## src/hw/rtl/assert_macros.svh

```systemverilog
// assertion helpers, sampled on clk and held off while rst_n is low
`ifndef ASSERT_MACROS_SVH
`define ASSERT_MACROS_SVH

// plain property check
`define CAC_ASSERT(lbl, prop, msg) \
    lbl: assert property (@(posedge clk) disable iff (!rst_n) (prop)) else $error(msg);

// condition in one cycle implies another in the next cycle
`define CAC_ASSERT_NEXT(lbl, pre, post, msg) \
    lbl: assert property (@(posedge clk) disable iff (!rst_n) (pre) |=> (post)) else $error(msg);

`endif

```

## src/hw/rtl/cac_pkg.sv

```systemverilog
`timescale 1ns / 1ps

package cac_pkg;

    localparam int RES_W    = 40;
    localparam int SYM_W    = 5;
    localparam int TAIL_LEN = 8;

    localparam logic [RES_W-1:0] PREFIX_START          = 40'd1;
    localparam logic [RES_W-1:0] FINAL_XOR             = 40'd1;
    localparam logic [RES_W-1:0] DEFAULT_RESIDUE_RESET = 40'd32;

    localparam logic [RES_W-1:0] GEN [5] = '{
        40'h98f2bc8e61, 40'h79b76d99e2, 40'hf33e5fb3c4,
        40'hae2eabe2a8, 40'h1e4f43e470
    };

    // "qpzry9x8gf2tvdw0s3jn54khce6mua7l"
    localparam logic [7:0] CHARSET [32] = '{
        8'h71, 8'h70, 8'h7A, 8'h72, 8'h79, 8'h39, 8'h78, 8'h38,
        8'h67, 8'h66, 8'h32, 8'h74, 8'h76, 8'h64, 8'h77, 8'h30,
        8'h73, 8'h33, 8'h6A, 8'h6E, 8'h35, 8'h34, 8'h6B, 8'h68,
        8'h63, 8'h65, 8'h36, 8'h6D, 8'h75, 8'h61, 8'h37, 8'h6C
    };

    localparam logic [7:0] CHAR_COLON  = 8'h3A;
    localparam logic [7:0] CHAR_LOW_A  = 8'h61;
    localparam logic [7:0] CHAR_LOW_Z  = 8'h7A;
    localparam logic [7:0] CHAR_UP_A   = 8'h41;
    localparam logic [7:0] CHAR_UP_Z   = 8'h5A;
    localparam logic [7:0] CHAR_DIG_0  = 8'h30;
    localparam logic [7:0] CHAR_DIG_9  = 8'h39;
    localparam logic [7:0] CASE_BIT    = 8'h20;

    localparam logic REG_DIRECTION       = 1'b0;
    localparam logic REG_DEFAULT_RESIDUE = 1'b1;

    localparam logic DIR_CREATE = 1'b0;
    localparam logic DIR_VERIFY = 1'b1;

    localparam logic MODE_PREFIX = 1'b0;
    localparam logic MODE_SYMBOL = 1'b1;

    localparam logic [3:0] MIN_DATA = 4'd8;

    typedef enum logic [1:0] {
        ST_PENDING   = 2'd0,
        ST_VALID     = 2'd1,
        ST_MALFORMED = 2'd2,
        ST_MISMATCH  = 2'd3
    } status_t;

    // results of one accepted item: up to two leading characters, then the
    // optional eight-letter checksum tail
    typedef struct packed {
        logic [1:0]       n_pre;
        logic [7:0]       pre0_char;
        status_t          pre0_status;
        logic             pre0_last;
        logic [7:0]       pre1_char;
        logic             tail;
        logic [RES_W-1:0] residue;
    } burst_t;

    function automatic logic [RES_W-1:0] poly_step(input logic [RES_W-1:0] r,
                                                   input logic [SYM_W-1:0] d);
        logic [SYM_W-1:0] top;
        logic [RES_W-1:0] acc;
        top = r[RES_W-1 -: SYM_W];
        acc = {r[RES_W-SYM_W-1:0], d};
        for (int b = 0; b < SYM_W; b++)
        begin
            if (top[b])
            begin
                acc = acc ^ GEN[b];
            end
        end
        return acc;
    endfunction

    // eight zero symbols then the final xor
    function automatic logic [RES_W-1:0] poly_tail(input logic [RES_W-1:0] r);
        logic [RES_W-1:0] acc;
        acc = r;
        for (int i = 0; i < TAIL_LEN; i++)
        begin
            acc = poly_step(acc, '0);
        end
        return acc ^ FINAL_XOR;
    endfunction

    // {hit, symbol} for a character, case folded
    function automatic logic [SYM_W:0] char_to_sym(input logic [7:0] c);
        logic [7:0]       lc;
        logic             hit;
        logic [SYM_W-1:0] idx;
        lc  = c | CASE_BIT;
        hit = 1'b0;
        idx = '0;
        for (int i = 0; i < 32; i++)
        begin
            if (CHARSET[i] == lc)
            begin
                hit = 1'b1;
                idx = SYM_W'(i);
            end
        end
        return {hit, idx};
    endfunction

endpackage

```

## src/hw/rtl/cac_in_if.sv

```systemverilog
`timescale 1ns / 1ps

interface cac_in_if;
    logic       valid;
    logic       ready;
    logic [7:0] char_in;
    logic [4:0] symbol_in;
    logic       mode;
    logic       last;

    modport source (output valid, char_in, symbol_in, mode, last, input ready);
    modport sink   (input valid, char_in, symbol_in, mode, last, output ready);
endinterface

```

## src/hw/rtl/cac_out_if.sv

```systemverilog
`timescale 1ns / 1ps

interface cac_out_if;
    logic       valid;
    logic       ready;
    logic [7:0] char_out;
    logic [1:0] status;
    logic       last_out;

    modport source (output valid, char_out, status, last_out, input ready);
    modport sink   (input valid, char_out, status, last_out, output ready);
endinterface

```

## src/hw/rtl/cac_emitter.sv

```systemverilog
`timescale 1ns / 1ps
`include "assert_macros.svh"

module cac_emitter
(
    input  logic             clk,
    input  logic             rst_n,
    input  logic             burst_load,
    input  cac_pkg::burst_t  burst_in,
    output logic             burst_free,
    cac_out_if.source        results
);

    logic              slot_valid_reg, slot_valid_next;
    cac_pkg::burst_t   burst_reg, burst_next;
    logic [3:0]        idx_reg, idx_next;

    logic              out_valid_reg, out_valid_next;
    logic [7:0]        out_char_reg, out_char_next;
    cac_pkg::status_t  out_status_reg, out_status_next;
    logic              out_last_reg, out_last_next;

    logic [3:0]                  total;
    logic                        at_end;
    logic                        advance;
    logic [2:0]                  tail_idx;
    logic [cac_pkg::RES_W-1:0]   cksum;
    logic [cac_pkg::RES_W-1:0]   cksum_sh;
    logic [7:0]                  entry_char;
    cac_pkg::status_t            entry_status;
    logic                        entry_last;

    assign total    = {2'b00, burst_reg.n_pre} + (burst_reg.tail ? 4'(cac_pkg::TAIL_LEN) : 4'd0);
    assign at_end   = (idx_reg == total - 4'd1);
    assign advance  = slot_valid_reg && (!out_valid_reg || results.ready);
    assign burst_free = !slot_valid_reg || (advance && at_end);

    assign tail_idx = 3'(idx_reg - {2'b00, burst_reg.n_pre});
    assign cksum    = cac_pkg::poly_tail(burst_reg.residue);
    // first letter carries the top five bits
    assign cksum_sh = cksum >> (6'd5 * {3'b000, 3'd7 - tail_idx});

    always_comb
    begin
        if (idx_reg < {2'b00, burst_reg.n_pre})
        begin
            if (idx_reg == 4'd0)
            begin
                entry_char   = burst_reg.pre0_char;
                entry_status = burst_reg.pre0_status;
                entry_last   = burst_reg.pre0_last;
            end
            else
            begin
                entry_char   = burst_reg.pre1_char;
                entry_status = cac_pkg::ST_PENDING;
                entry_last   = 1'b0;
            end
        end
        else
        begin
            entry_char   = cac_pkg::CHARSET[cksum_sh[cac_pkg::SYM_W-1:0]];
            entry_status = (tail_idx == 3'd7) ? cac_pkg::ST_VALID : cac_pkg::ST_PENDING;
            entry_last   = (tail_idx == 3'd7);
        end
    end

    always_comb
    begin
        slot_valid_next = slot_valid_reg;
        burst_next      = burst_reg;
        idx_next        = idx_reg;
        if (burst_load)
        begin
            slot_valid_next = 1'b1;
            burst_next      = burst_in;
            idx_next        = 4'd0;
        end
        else if (advance && at_end)
        begin
            slot_valid_next = 1'b0;
        end
        else if (advance)
        begin
            idx_next = idx_reg + 4'd1;
        end
    end

    always_comb
    begin
        out_valid_next  = out_valid_reg;
        out_char_next   = out_char_reg;
        out_status_next = out_status_reg;
        out_last_next   = out_last_reg;
        if (advance)
        begin
            out_valid_next  = 1'b1;
            out_char_next   = entry_char;
            out_status_next = entry_status;
            out_last_next   = entry_last;
        end
        else if (results.ready)
        begin
            out_valid_next = 1'b0;
        end
    end

    always_ff @(posedge clk or negedge rst_n)
    begin
        if (!rst_n)
        begin
            slot_valid_reg <= 1'b0;
            idx_reg        <= 4'd0;
            out_valid_reg  <= 1'b0;
        end
        else
        begin
            slot_valid_reg <= slot_valid_next;
            idx_reg        <= idx_next;
            out_valid_reg  <= out_valid_next;
        end
    end

    always_ff @(posedge clk)
    begin
        burst_reg      <= burst_next;
        out_char_reg   <= out_char_next;
        out_status_reg <= out_status_next;
        out_last_reg   <= out_last_next;
    end

    assign results.valid    = out_valid_reg;
    assign results.char_out = out_char_reg;
    assign results.status   = out_status_reg;
    assign results.last_out = out_last_reg;

    `CAC_ASSERT(a_idx_in_range, slot_valid_reg |-> (idx_reg < total), "burst index past end")
    `CAC_ASSERT(a_load_when_free, burst_load |-> burst_free, "burst loaded over a busy slot")
    `CAC_ASSERT(a_load_nonempty, burst_load |-> ((burst_in.n_pre != 2'd0) || burst_in.tail), "empty burst loaded")
    `CAC_ASSERT_NEXT(a_load_starts, burst_load, slot_valid_reg && (idx_reg == 4'd0), "burst did not start at entry zero")
    `CAC_ASSERT(a_last_has_verdict, (out_valid_reg && out_last_reg) |-> (out_status_reg != cac_pkg::ST_PENDING), "final result without verdict")

endmodule

```

## src/hw/rtl/cashaddr_checksum_codec.sv

```systemverilog
`timescale 1ns / 1ps
// cashaddr checksum codec: streams address text through the 40-bit polymod.
// items (sink): one character or payload symbol per transfer, last marks
//   the final item of an address. results (source): one character/status
//   per transfer. cfg_we/cfg_index/cfg_data write direction (0) and the
//   default residue (1); write only while the block is idle.
// create: prefix characters are echoed, the first symbol is preceded by
//   a colon, each symbol gives its charset letter; a last item adds eight
//   checksum letters, the final one with status 1 and last_out set.
// verify: one result per character, status pending until the last one,
//   which carries valid, malformed or mismatch.
// an item's first result goes through the burst register, then the result
//   register. throughput: one item per cycle when each item gives one result
//   and no result is stalled; an item giving several results holds the input
//   until its last result is registered (the create finale gives up to ten).
// the result register decouples the sides: a stalled final result does not
//   block the next item; results wait unchanged while ready is low.
// reset: per-address state clears, direction create, default residue 32;
//   no clearing pass, items are taken right away.
module cashaddr_checksum_codec
(
    input  logic        clk,
    input  logic        rst_n,
    input  logic        cfg_we,
    input  logic        cfg_index,
    input  logic [39:0] cfg_data,
    cac_in_if.sink      items,
    cac_out_if.source   results
);

    logic        direction_reg;
    logic [39:0] default_residue_reg;

    logic [39:0] prefix_residue_reg, prefix_residue_next;
    logic [39:0] data_residue_reg, data_residue_next;
    logic        seen_lower_reg, seen_lower_next;
    logic        seen_upper_reg, seen_upper_next;
    logic        seen_digit_reg, seen_digit_next;
    logic        seen_separator_reg, seen_separator_next;
    logic        at_first_char_reg, at_first_char_next;
    logic        default_path_bad_reg, default_path_bad_next;
    logic        format_error_reg, format_error_next;
    logic        payload_started_reg, payload_started_next;
    logic [3:0]  data_count_reg, data_count_next;

    cac_pkg::burst_t burst;
    logic            burst_free;
    logic            burst_load;
    logic            in_fire;

    logic [39:0] base_residue;
    logic [5:0]  lookup;
    logic        is_lower, is_upper, is_digit;
    logic [39:0] open_residue;

    assign items.ready = burst_free;
    assign in_fire     = items.valid && burst_free;
    assign burst_load  = in_fire && ((burst.n_pre != 2'd0) || burst.tail);

    assign base_residue = at_first_char_reg ? default_residue_reg : data_residue_reg;
    assign lookup       = cac_pkg::char_to_sym(items.char_in);
    assign is_lower = (items.char_in >= cac_pkg::CHAR_LOW_A) && (items.char_in <= cac_pkg::CHAR_LOW_Z);
    assign is_upper = (items.char_in >= cac_pkg::CHAR_UP_A) && (items.char_in <= cac_pkg::CHAR_UP_Z);
    assign is_digit = (items.char_in >= cac_pkg::CHAR_DIG_0) && (items.char_in <= cac_pkg::CHAR_DIG_9);
    assign open_residue = cac_pkg::poly_step(prefix_residue_reg, '0);

    always_comb
    begin
        prefix_residue_next   = prefix_residue_reg;
        data_residue_next     = data_residue_reg;
        seen_lower_next       = seen_lower_reg;
        seen_upper_next       = seen_upper_reg;
        seen_digit_next       = seen_digit_reg;
        seen_separator_next   = seen_separator_reg;
        at_first_char_next    = at_first_char_reg;
        default_path_bad_next = default_path_bad_reg;
        format_error_next     = format_error_reg;
        payload_started_next  = payload_started_reg;
        data_count_next       = data_count_reg;
        burst             = '0;
        burst.pre0_status = cac_pkg::ST_PENDING;

        if (in_fire)
        begin
            at_first_char_next = 1'b0;
            if (direction_reg == cac_pkg::DIR_CREATE)
            begin
                if (items.mode == cac_pkg::MODE_PREFIX)
                begin
                    // prefix characters after the payload are dropped
                    if (!payload_started_reg)
                    begin
                        prefix_residue_next = cac_pkg::poly_step(prefix_residue_reg,
                                                                 items.char_in[4:0]);
                        burst.n_pre     = 2'd1;
                        burst.pre0_char = items.char_in;
                        if (items.last)
                        begin
                            burst.n_pre     = 2'd2;
                            burst.pre1_char = cac_pkg::CHAR_COLON;
                            data_residue_next = cac_pkg::poly_step(prefix_residue_next, '0);
                        end
                    end
                end
                else if (!payload_started_reg)
                begin
                    payload_started_next = 1'b1;
                    data_residue_next = cac_pkg::poly_step(open_residue, items.symbol_in);
                    burst.n_pre     = 2'd2;
                    burst.pre0_char = cac_pkg::CHAR_COLON;
                    burst.pre1_char = cac_pkg::CHARSET[items.symbol_in];
                end
                else
                begin
                    data_residue_next = cac_pkg::poly_step(data_residue_reg, items.symbol_in);
                    burst.n_pre     = 2'd1;
                    burst.pre0_char = cac_pkg::CHARSET[items.symbol_in];
                end
                burst.tail    = items.last;
                burst.residue = data_residue_next;
            end
            else
            begin
                data_residue_next = base_residue;
                if (items.char_in == cac_pkg::CHAR_COLON)
                begin
                    if (seen_digit_reg || at_first_char_reg || seen_separator_reg)
                    begin
                        format_error_next = 1'b1;
                    end
                    else
                    begin
                        seen_separator_next = 1'b1;
                        data_residue_next   = open_residue;
                        data_count_next     = 4'd0;
                    end
                end
                else if (is_lower || is_upper || is_digit)
                begin
                    if (is_lower)
                    begin
                        seen_lower_next = 1'b1;
                    end
                    else if (is_upper)
                    begin
                        seen_upper_next = 1'b1;
                    end
                    else
                    begin
                        seen_digit_next = 1'b1;
                    end
                    if (!seen_separator_reg)
                    begin
                        prefix_residue_next = cac_pkg::poly_step(prefix_residue_reg,
                                                                 items.char_in[4:0]);
                    end
                    if (!lookup[5])
                    begin
                        if (seen_separator_reg)
                        begin
                            format_error_next = 1'b1;
                        end
                        else
                        begin
                            default_path_bad_next = 1'b1;
                        end
                    end
                    else
                    begin
                        data_residue_next = cac_pkg::poly_step(base_residue, lookup[4:0]);
                        if (data_count_reg < cac_pkg::MIN_DATA)
                        begin
                            data_count_next = data_count_reg + 4'd1;
                        end
                    end
                end
                else
                begin
                    format_error_next = 1'b1;
                end

                burst.n_pre     = 2'd1;
                burst.pre0_char = 8'd0;
                burst.pre0_last = items.last;
                if (items.last)
                begin
                    if (format_error_next || (seen_upper_next && seen_lower_next) ||
                        (!seen_separator_next && default_path_bad_next) ||
                        (data_count_next < cac_pkg::MIN_DATA))
                    begin
                        burst.pre0_status = cac_pkg::ST_MALFORMED;
                    end
                    else if (data_residue_next == cac_pkg::FINAL_XOR)
                    begin
                        burst.pre0_status = cac_pkg::ST_VALID;
                    end
                    else
                    begin
                        burst.pre0_status = cac_pkg::ST_MISMATCH;
                    end
                end
            end

            // start of the next address
            if (items.last)
            begin
                prefix_residue_next   = cac_pkg::PREFIX_START;
                data_residue_next     = default_residue_reg;
                seen_lower_next       = 1'b0;
                seen_upper_next       = 1'b0;
                seen_digit_next       = 1'b0;
                seen_separator_next   = 1'b0;
                at_first_char_next    = 1'b1;
                default_path_bad_next = 1'b0;
                format_error_next     = 1'b0;
                payload_started_next  = 1'b0;
                data_count_next       = 4'd0;
            end
        end
    end

    always_ff @(posedge clk or negedge rst_n)
    begin
        if (!rst_n)
        begin
            direction_reg       <= cac_pkg::DIR_CREATE;
            default_residue_reg <= cac_pkg::DEFAULT_RESIDUE_RESET;
        end
        else if (cfg_we)
        begin
            case (cfg_index)
                cac_pkg::REG_DIRECTION:       direction_reg       <= cfg_data[0];
                cac_pkg::REG_DEFAULT_RESIDUE: default_residue_reg <= cfg_data;
                default:                      direction_reg       <= direction_reg;
            endcase
        end
    end

    always_ff @(posedge clk or negedge rst_n)
    begin
        if (!rst_n)
        begin
            prefix_residue_reg   <= cac_pkg::PREFIX_START;
            data_residue_reg     <= cac_pkg::DEFAULT_RESIDUE_RESET;
            seen_lower_reg       <= 1'b0;
            seen_upper_reg       <= 1'b0;
            seen_digit_reg       <= 1'b0;
            seen_separator_reg   <= 1'b0;
            at_first_char_reg    <= 1'b1;
            default_path_bad_reg <= 1'b0;
            format_error_reg     <= 1'b0;
            payload_started_reg  <= 1'b0;
            data_count_reg       <= 4'd0;
        end
        else
        begin
            prefix_residue_reg   <= prefix_residue_next;
            data_residue_reg     <= data_residue_next;
            seen_lower_reg       <= seen_lower_next;
            seen_upper_reg       <= seen_upper_next;
            seen_digit_reg       <= seen_digit_next;
            seen_separator_reg   <= seen_separator_next;
            at_first_char_reg    <= at_first_char_next;
            default_path_bad_reg <= default_path_bad_next;
            format_error_reg     <= format_error_next;
            payload_started_reg  <= payload_started_next;
            data_count_reg       <= data_count_next;
        end
    end

    cac_emitter u_emitter
    (
        .clk        (clk),
        .rst_n      (rst_n),
        .burst_load (burst_load),
        .burst_in   (burst),
        .burst_free (burst_free),
        .results    (results)
    );

endmodule

```

## src/flat_wrapper.sv

```systemverilog
// flat-port wrapper written by rule: the top's interface ports become plain ports
module cashaddr_checksum_codec_flat 
  (clk, rst_n, cfg_we, cfg_index, cfg_data, items_valid, items_char_in, items_symbol_in, items_mode, items_last, items_ready, results_valid, results_char_out, results_status, results_last_out, results_ready);
  cac_in_if items_i ();
  cac_out_if results_i ();
  input  logic clk;
  input  logic rst_n;
  input  logic cfg_we;
  input  logic cfg_index;
  input  logic [39:0] cfg_data;
  input wire logic [$bits(items_i.valid)-1:0] items_valid;
  input wire logic [$bits(items_i.char_in)-1:0] items_char_in;
  input wire logic [$bits(items_i.symbol_in)-1:0] items_symbol_in;
  input wire logic [$bits(items_i.mode)-1:0] items_mode;
  input wire logic [$bits(items_i.last)-1:0] items_last;
  output wire logic [$bits(items_i.ready)-1:0] items_ready;
  output wire logic [$bits(results_i.valid)-1:0] results_valid;
  output wire logic [$bits(results_i.char_out)-1:0] results_char_out;
  output wire logic [$bits(results_i.status)-1:0] results_status;
  output wire logic [$bits(results_i.last_out)-1:0] results_last_out;
  input wire logic [$bits(results_i.ready)-1:0] results_ready;
  assign items_i.valid = items_valid;
  assign items_i.char_in = items_char_in;
  assign items_i.symbol_in = items_symbol_in;
  assign items_i.mode = items_mode;
  assign items_i.last = items_last;
  assign items_ready = items_i.ready;
  assign results_valid = results_i.valid;
  assign results_char_out = results_i.char_out;
  assign results_status = results_i.status;
  assign results_last_out = results_i.last_out;
  assign results_i.ready = results_ready;
  cashaddr_checksum_codec u_core (.clk(clk), .rst_n(rst_n), .cfg_we(cfg_we), .cfg_index(cfg_index), .cfg_data(cfg_data), .items(items_i), .results(results_i));
endmodule
```

## config.mk

```make
export PLATFORM = sky130hd
export DESIGN_NAME = cashaddr_checksum_codec_flat
export DESIGN_NICKNAME = d
export VERILOG_FILES = /design/src/hw/rtl/cac_pkg.sv /design/src/hw/rtl/cac_in_if.sv /design/src/hw/rtl/cac_out_if.sv /design/src/hw/rtl/cac_emitter.sv /design/src/hw/rtl/cashaddr_checksum_codec.sv /design/src/flat_wrapper.sv
export VERILOG_INCLUDE_DIRS = /design/src /design/src/hw/rtl
export SDC_FILE = /design/constraint.sdc
export NUM_CORES = 1
export LEC_CHECK = 0
export BUFFER_PORTS_ARGS = -buffer_cell sky130_fd_sc_hd__buf_4
export CAP_MARGIN = 25
export CELL_PAD_IN_SITES_DETAIL_PLACEMENT = 1
export CELL_PAD_IN_SITES_GLOBAL_PLACEMENT = 2
export CORE_MARGIN = 1
export CORE_UTILIZATION = 42
export DETAILED_ROUTE_END_ITERATION = 8
export MAX_ROUTING_LAYER = met4
export PLACE_DENSITY = 0.8
export RECOVER_POWER = 100
export SKIP_CTS_REPAIR_TIMING = 1
export SLEW_MARGIN = 25
export SYNTH_ARGS = -nofsm -noshare
export SYNTH_HDL_FRONTEND = slang
export SYNTH_SLANG_ARGS = --single-unit
export TNS_END_PERCENT = 50
```

## constraint.sdc

```tcl
create_clock -name clk -period 8.4 [get_ports clk]
set_clock_uncertainty 0.05 [all_clocks]
set_input_delay 0.84 -clock clk [delete_from_list [all_inputs] [get_ports clk]]
set_output_delay 0.84 -clock clk [all_outputs]
set_load 0.005 [all_outputs]
```

==> impl_metrics.yaml, run 1 <==
run_status:
  status: "finished with violations"
  violations: "capacitance limit, slew limit"
sta:
  fin_ws_ns: 0.702
  finalCritPeriodShare_pct: 91.6
  relSlewSlack_pct: -209
  rsz0062_at_grt: "false"
  tightest_slew_ns: 4.64
  final_max_slew_viol_count: 485
  hold_viol_final: 0
  holdWs_ns: 0.434
  fin_crit_ns: 7.70
  setup_tns_ns: 0
  max_freq_ghz: 0.130
  setup_viol: 0
floorplanning:
  die_x_um: 227
  die-area_um2: 51400
  num_rows: 81
  die_y_um: 227
  pin_count: 74
  initial_core_util_pct: 43.0
  core-area_um2: 49400
min_path:
  hold_class: "register to register"
global_route:
  grt_max_degree: 81
  grt_antenna_before_repair: 3
  grt_pass1_vias: 17700
  grt_first_pass_wirelength_um: 123000
  grt_overflow_total: 0
  track_usage_pct: 34.1
synthesis:
  synth_fa_ha_area_share_pct: 0.389
  ys.flop_type: "dfrtp_1"
  yosysWarnings: 0
  synth-async-reset-ratio_pct: 65.9
  synth_cells: 2244
  synth-simple-area-share_pct: 10.7
  syn-cell-area_um2: 21200
  synth_top_family_by_area: "XOR/XNOR gates"
  seq_area_frac_synth_pct: 26.6
  synth_edf_count: 72
  synth_xor_area_share_pct: 38.8
  postSynthAreaPerCell_um2: 9.45
  synth_cell_types: 83
  synthesis.nets: 2311
  synth.area.mux_share_pct: 5.53
  synth_compound_area_share_pct: 14.5
  ys_seq_elements: 211
finish:
  drive_above_1_share_pct: 13.2
  finish.net_count: 2308
  layout_common_cells: "xnor2_1, nand2_1, nor2_1, xor2_1, o21ai_0"
  final_area_um2: 23100
  syn_to_final_growth_pct: 9.15
  layout_commonest_cell: "xnor2_1"
  nFillCells: 5648
  largest_reg_flops: 61
run:
  cap_violations: 10
critical_path:
  crit_path_max_fanout: 15
  start_kind: "register"
  required_ns: 8.62
  endpoint_kind: "register"
  crit_type: "register to register"
  cp.arrival_ns: 7.92
route:
  wl_per_cell_um: 28.8
  ant_nets: 0
  viasPerCell: 5.91
  drc: 0
  dr.pass1.iters: 5
  drt-total-wl_um: 84200
  vias: 17300
  first_iter_violations: 1336
clock_network:
  cts_tree: "done"
  cts_root_buf: "clkbuf_16"
  clkLatencyLatePin_ns: 0.55
  cts_made_buffers: 27
  cts.path.max_buffers: 3
  cts_max_level: 1
  cts.sink_count: 211
  cts.reportedPaths.clkPinSlew_ns: 0.06
placed_design:
  placed_cell_area_um2: 22400
  port_buffers: 73
  place_ws_ns: 0.953
  gp_congestion: 0.978
  dp_hpwl_um: 65000
==> kinds of logic after synthesis <==
group	after synthesis
adders and majority gates	6
xor gates and xnor gates	720
and+or+nand+nor	532
DFF	211
buffers and inverters	183
AOI/OAI and AO/OA	484
muxes	108
==> metal layers <==
layer	up-vias	part of all wire, %	global-route usage [%]
met2	586	49	56.8
met3	200	4.9	3.78
li1	7755	-	-
met5	-	0	-
met1	8756	40	40.9
met4	0	6.1	17.0
==> area by class of cell <==
| type | count | area [µm²] | area share [%] |
|---|---|---|---|
| Multi-Input combinational cell | 1850 | 14900 | 64.2 |
| Sequential cell | 211 | 5650 | 24.4 |
| Timing Repair Buffer | 125 | 850 | 3.67 |
| Tap cell | 664 | 831 | 3.59 |
| Clock buffer | 36 | 739 | 3.19 |
| Clock inverter | 13 | 105 | 0.454 |
| Inverter | 26 | 103 | 0.443 |
| Antenna cell | 3 | 7.51 | 0.0324 |
==> synthesized netlist by cell type, types with 8 or more instances <==
cell / n / area share [%]
a211oi_1: 42 / 1.5
a31oi_1: 18 / 0.53
buf_2: 10 / 0.24
o211ai_1: 12 / 0.42
xnor3_1: 74 / 7.9
mux2_2: 73 / 3.9
o221ai_1: 23 / 0.95
xor3_1: 13 / 1.5
xor2_1: 173 / 7.1
a21oi_1: 123 / 2.9
xnor2_2: 16 / 1.2
nand2_1: 230 / 4.1
mux2i_1: 35 / 1.7
and2_1: 12 / 0.35
clkbuf_1: 125 / 2.2
inv_1: 22 / 0.39
edfxtp_1: 72 / 10
o22ai_1: 8 / 0.24
xnor3_2: 14 / 1.6
xnor2_1: 403 / 17
o31ai_1: 43 / 1.5
nor2_1: 194 / 3.4
dfrtp_1: 135 / 16
o21ai_0: 147 / 3.5
buf_1: 14 / 0.25
nor2b_1: 10 / 0.30
nand2b_1: 10 / 0.30
xor2_2: 10 / 0.77
nor3_1: 18 / 0.42
a22oi_1: 13 / 0.46
nand4_1: 11 / 0.32
nand3_1: 10 / 0.24
==> path summary, 6_finish.rpt <==
check                                                      from                                   end  slack, ns  depth (start not counted)
worst max register to register   u_core.u_emitter.burst_reg[36]  u_core.u_emitter.results.char_out[2]       0.70                         16
worst min register to register  u_core.u_emitter.slot_valid_reg        u_core.u_emitter.results.valid       0.43                          1
max in group asynchronous                                 rst_n         u_core.prefix_residue_reg[10]       2.89                          2
worst min-delay path            u_core.u_emitter.slot_valid_reg        u_core.u_emitter.results.valid       0.43                          1
min in group asynchronous                                 rst_n        u_core.default_residue_reg[12]       1.88                          1
worst max-delay path             u_core.u_emitter.burst_reg[36]  u_core.u_emitter.results.char_out[2]       0.70                         16
==> metrics by stage <==
stage	std cells	util, %
after floorplan	2244	-
after global routing	2928	46.9
after global placement	2874	45.3
after CTS	2923	47.1
after detailed placement	2874	45.4
final	2928	46.9
==> critical path, stage by stage (launching register included) <==
cell and delay (ns):
edfxtp_1 0.64, xor2_1 0.65, xnor3_1 0.60, xnor3_2 0.42
xnor2_1 0.43, xnor3_1 0.57, xor3_1 0.84, xor3_1 0.38
xor3_2 0.30, xnor3_1 0.49, xnor3_1 0.38, xnor2_1 0.14
a22o_1 0.25, o22ai_2 0.52, nor2_1 0.19, a2111oi_2 0.40
a41oi_1 0.16
Power of run 1 is not shown: default switching activity piles up to over one toggle a cycle in this logic, so the estimate is an artifact.
==> run 2: changes to the inputs <==
--- a/config.mk
+++ b/config.mk
@@ -6,12 +6,13 @@
 export SDC_FILE = /design/constraint.sdc
 export NUM_CORES = 1
 export LEC_CHECK = 0
+export ABC_AREA = 1
 export BUFFER_PORTS_ARGS = -buffer_cell sky130_fd_sc_hd__buf_4
 export CAP_MARGIN = 25
 export CELL_PAD_IN_SITES_DETAIL_PLACEMENT = 1
 export CELL_PAD_IN_SITES_GLOBAL_PLACEMENT = 2
 export CORE_MARGIN = 1
-export CORE_UTILIZATION = 42
+export CORE_UTILIZATION = 38
 export DETAILED_ROUTE_END_ITERATION = 8
 export MAX_ROUTING_LAYER = met4
 export PLACE_DENSITY = 0.8
==> run 2 against run 1 <==
  * The flow still finishes with violations (capacitance limit, slew limit)
  * Design area is 7.3% higher
  * Clock-buffer cell count is 4 lower
  * Non-clock buffer count decreased by 3
  * Sequential share of layout area decreased by 1.7 points
  * Synthesized area rose by 7.0%
  * Highest routed layer unchanged
==> impl_metrics.yaml, run 2 <==
run_status:
  status: "finished with violations"
  violations: "capacitance limit, slew limit"
placed_design:
  dp_hpwl_um: 73400
  port_buffers: 73
  post-place-cells: 3934
  gp_congestion: 0.948
global_route:
  grt_first_pass_wirelength_um: 142000
  track_usage_pct: 31.7
  grt_max_degree: 77
  grt_antenna_before_repair: 0
  grt_pass1_vias: 22700
  grt_overflow_total: 0
clock_network:
  cts_max_level: 1
  cts.sink_count: 211
  clkLatencyLatePin_ns: 0.57
  cts_tree: "done"
  cts_root_buf: "clkbuf_16"
  cts.path.max_buffers: 3
  cts_made_buffers: 25
  cts.reportedPaths.clkPinSlew_ns: 0.06
critical_path:
  crit_path_max_fanout: 65
  endpoint_kind: "register"
  cp.arrival_ns: 8.06
  crit_type: "register to register"
  start_kind: "register"
  required_ns: 8.77
synthesis:
  ys_top_cells_by_count: "nand2_1, xor2_1, inv_1"
  synth_cell_types: 65
  synth_cells: 3180
  postSynthAreaPerCell_um2: 7.14
  yosysWarnings: 0
  synth_top_area_share_pct: 14.9
  synth_largest_area_cell: "dfrtp_1"
  seq_area_frac_synth_pct: 24.9
  synth.area.top_cells: "dfrtp_1, xor2_1, nand2_1"
  ys.flop_type: "dfrtp_1"
  syn-cell-area_um2: 22700
  ys_seq_elements: 211
  synthesis.nets: 3247
  synth-async-reset-ratio_pct: 65.9
  synth_edf_count: 72
  yosysMostFrequentCell: "nand2_1"
floorplanning:
  initial_core_util_pct: 38.5
  num_rows: 89
  die_y_um: 246
  die_x_um: 246
  die-area_um2: 60700
  core-area_um2: 59000
  pin_count: 74
route:
  drc: 0
  vias: 22300
  viasPerCell: 5.58
  ant_nets: 0
  first_iter_violations: 1446
  drt-total-wl_um: 94300
  dr.pass1.iters: 5
  wl_per_cell_um: 23.6
sta:
  hold_viol_final: 0
  final_max_slew_viol_count: 269
  max_freq_ghz: 0.130
  setup_viol: 0
  tightest_slew_ns: 4.84
  relSlewSlack_pct: -223
  rsz0062_at_grt: "false"
  finalCritPeriodShare_pct: 91.5
  fin_crit_ns: 7.69
  setup_tns_ns: 0
finish:
  largest_reg_flops: 61
  stdcell_count: 3988
  layout_commonest_cell: "nand2_1"
  drive_above_1_share_pct: 13.8
  syn_to_final_growth_pct: 9.43
  finish.net_count: 3262
  layout_common_cells: "nand2_1, xor2_1, inv_1, o21ai_0, nand3_1"
min_path:
  hold_class: "input pin to register"
run:
  cap_violations: 6
run 2: cell types whose count changed after synthesis, sizes merged, moves of 30 or more:
cell   previous run  this run
o21ai           149       255
nand3            10       260
mux2             73        40
o31ai            44         0
inv              22       323
xnor3            91         0
nor2            194       226
nand2           230       716
mux2i            35         5
xnor2           425       188
a21oi           123       178
xor2            186       395
or2               3        42
run 2: final timing paths:
path	end	start	slack (ns)	cells after the start
max	u_core.u_emitter.idx_reg[0]	u_core.u_emitter.idx_reg[0]	0.71	17
min	u_core.default_residue_reg[34]	cfg_data[34]	0.45	2
max reg2reg	u_core.u_emitter.idx_reg[0]	u_core.u_emitter.idx_reg[0]	0.71	17
min reg2reg	u_core.u_emitter.results.valid	u_core.u_emitter.slot_valid_reg	0.46	2
max in group asynchronous	u_core.default_residue_reg[6]	rst_n	2.76	2
min in group asynchronous	u_core.default_residue_reg[17]	rst_n	1.97	1
run 2: cell type report:
cell class | count | area (µm²)
Fill cell | 7470 | 34200
Multi-Input combinational cell | 2505 | 15200
Sequential cell | 211 | 5650
Inverter | 330 | 1260
Tap cell | 773 | 967
Timing Repair Buffer | 122 | 881
Clock buffer | 32 | 672
Clock inverter | 14 | 201
Antenna cell | 1 | 2.50
run 2: through the flow:
stage                     cell area [µm²]  hold WS [ns]  setup slack [ns]  utilization, %
after floorplan                     22700         0.397              2.81               -
after global placement              24000         0.424             0.919            40.6
after detailed placement            24000         0.441             0.734            40.6
after CTS                           24800         0.313             0.705            42.1
after global routing                24800         0.450             0.107            42.1
final                               24800         0.453             0.711            42.1
run 2: logic make-up after synthesis:
family          synth area share [%]
xor+xnor                        23.3
fa+ha+maj                      0.364
mux                             2.21
flops                           24.9
compound gates                  14.2
simple gates                    26.8
buf+inv                         8.17
run 2: worst max-delay path: stages, from the launching register on:
cell	delay (ns)
dfrtp_1	0.38
inv_1	0.11
ha_1	0.30
clkbuf_1	0.97
nor2_1	0.12
o2111ai_1	0.22
nand2_1	0.24
nand2_2	0.10
clkbuf_1	2.49
nor2_1	0.41
nand2_1	0.45
inv_1	0.10
nor3_1	0.42
clkinv_1	0.29
buf_4	0.41
a21o_1	0.28
nand3_1	0.07
o21ai_0	0.10
run 2: routing by layer:
| metal | track usage (%) | wire length [µm] | up-vias | part of all wire (%) |
|---|---|---|---|---|
| met4 | 10.7 | 3450 | 0 | 3.7 |
| met5 | - | 0 | - | 0 |
| met3 | 2.33 | 4440 | 154 | 4.7 |
| met2 | 52.5 | 45100 | 647 | 48 |
| met1 | 40.6 | 41300 | 11100 | 44 |
| li1 | - | - | 10400 | - |
Power of run 2 is left out for the same reason.
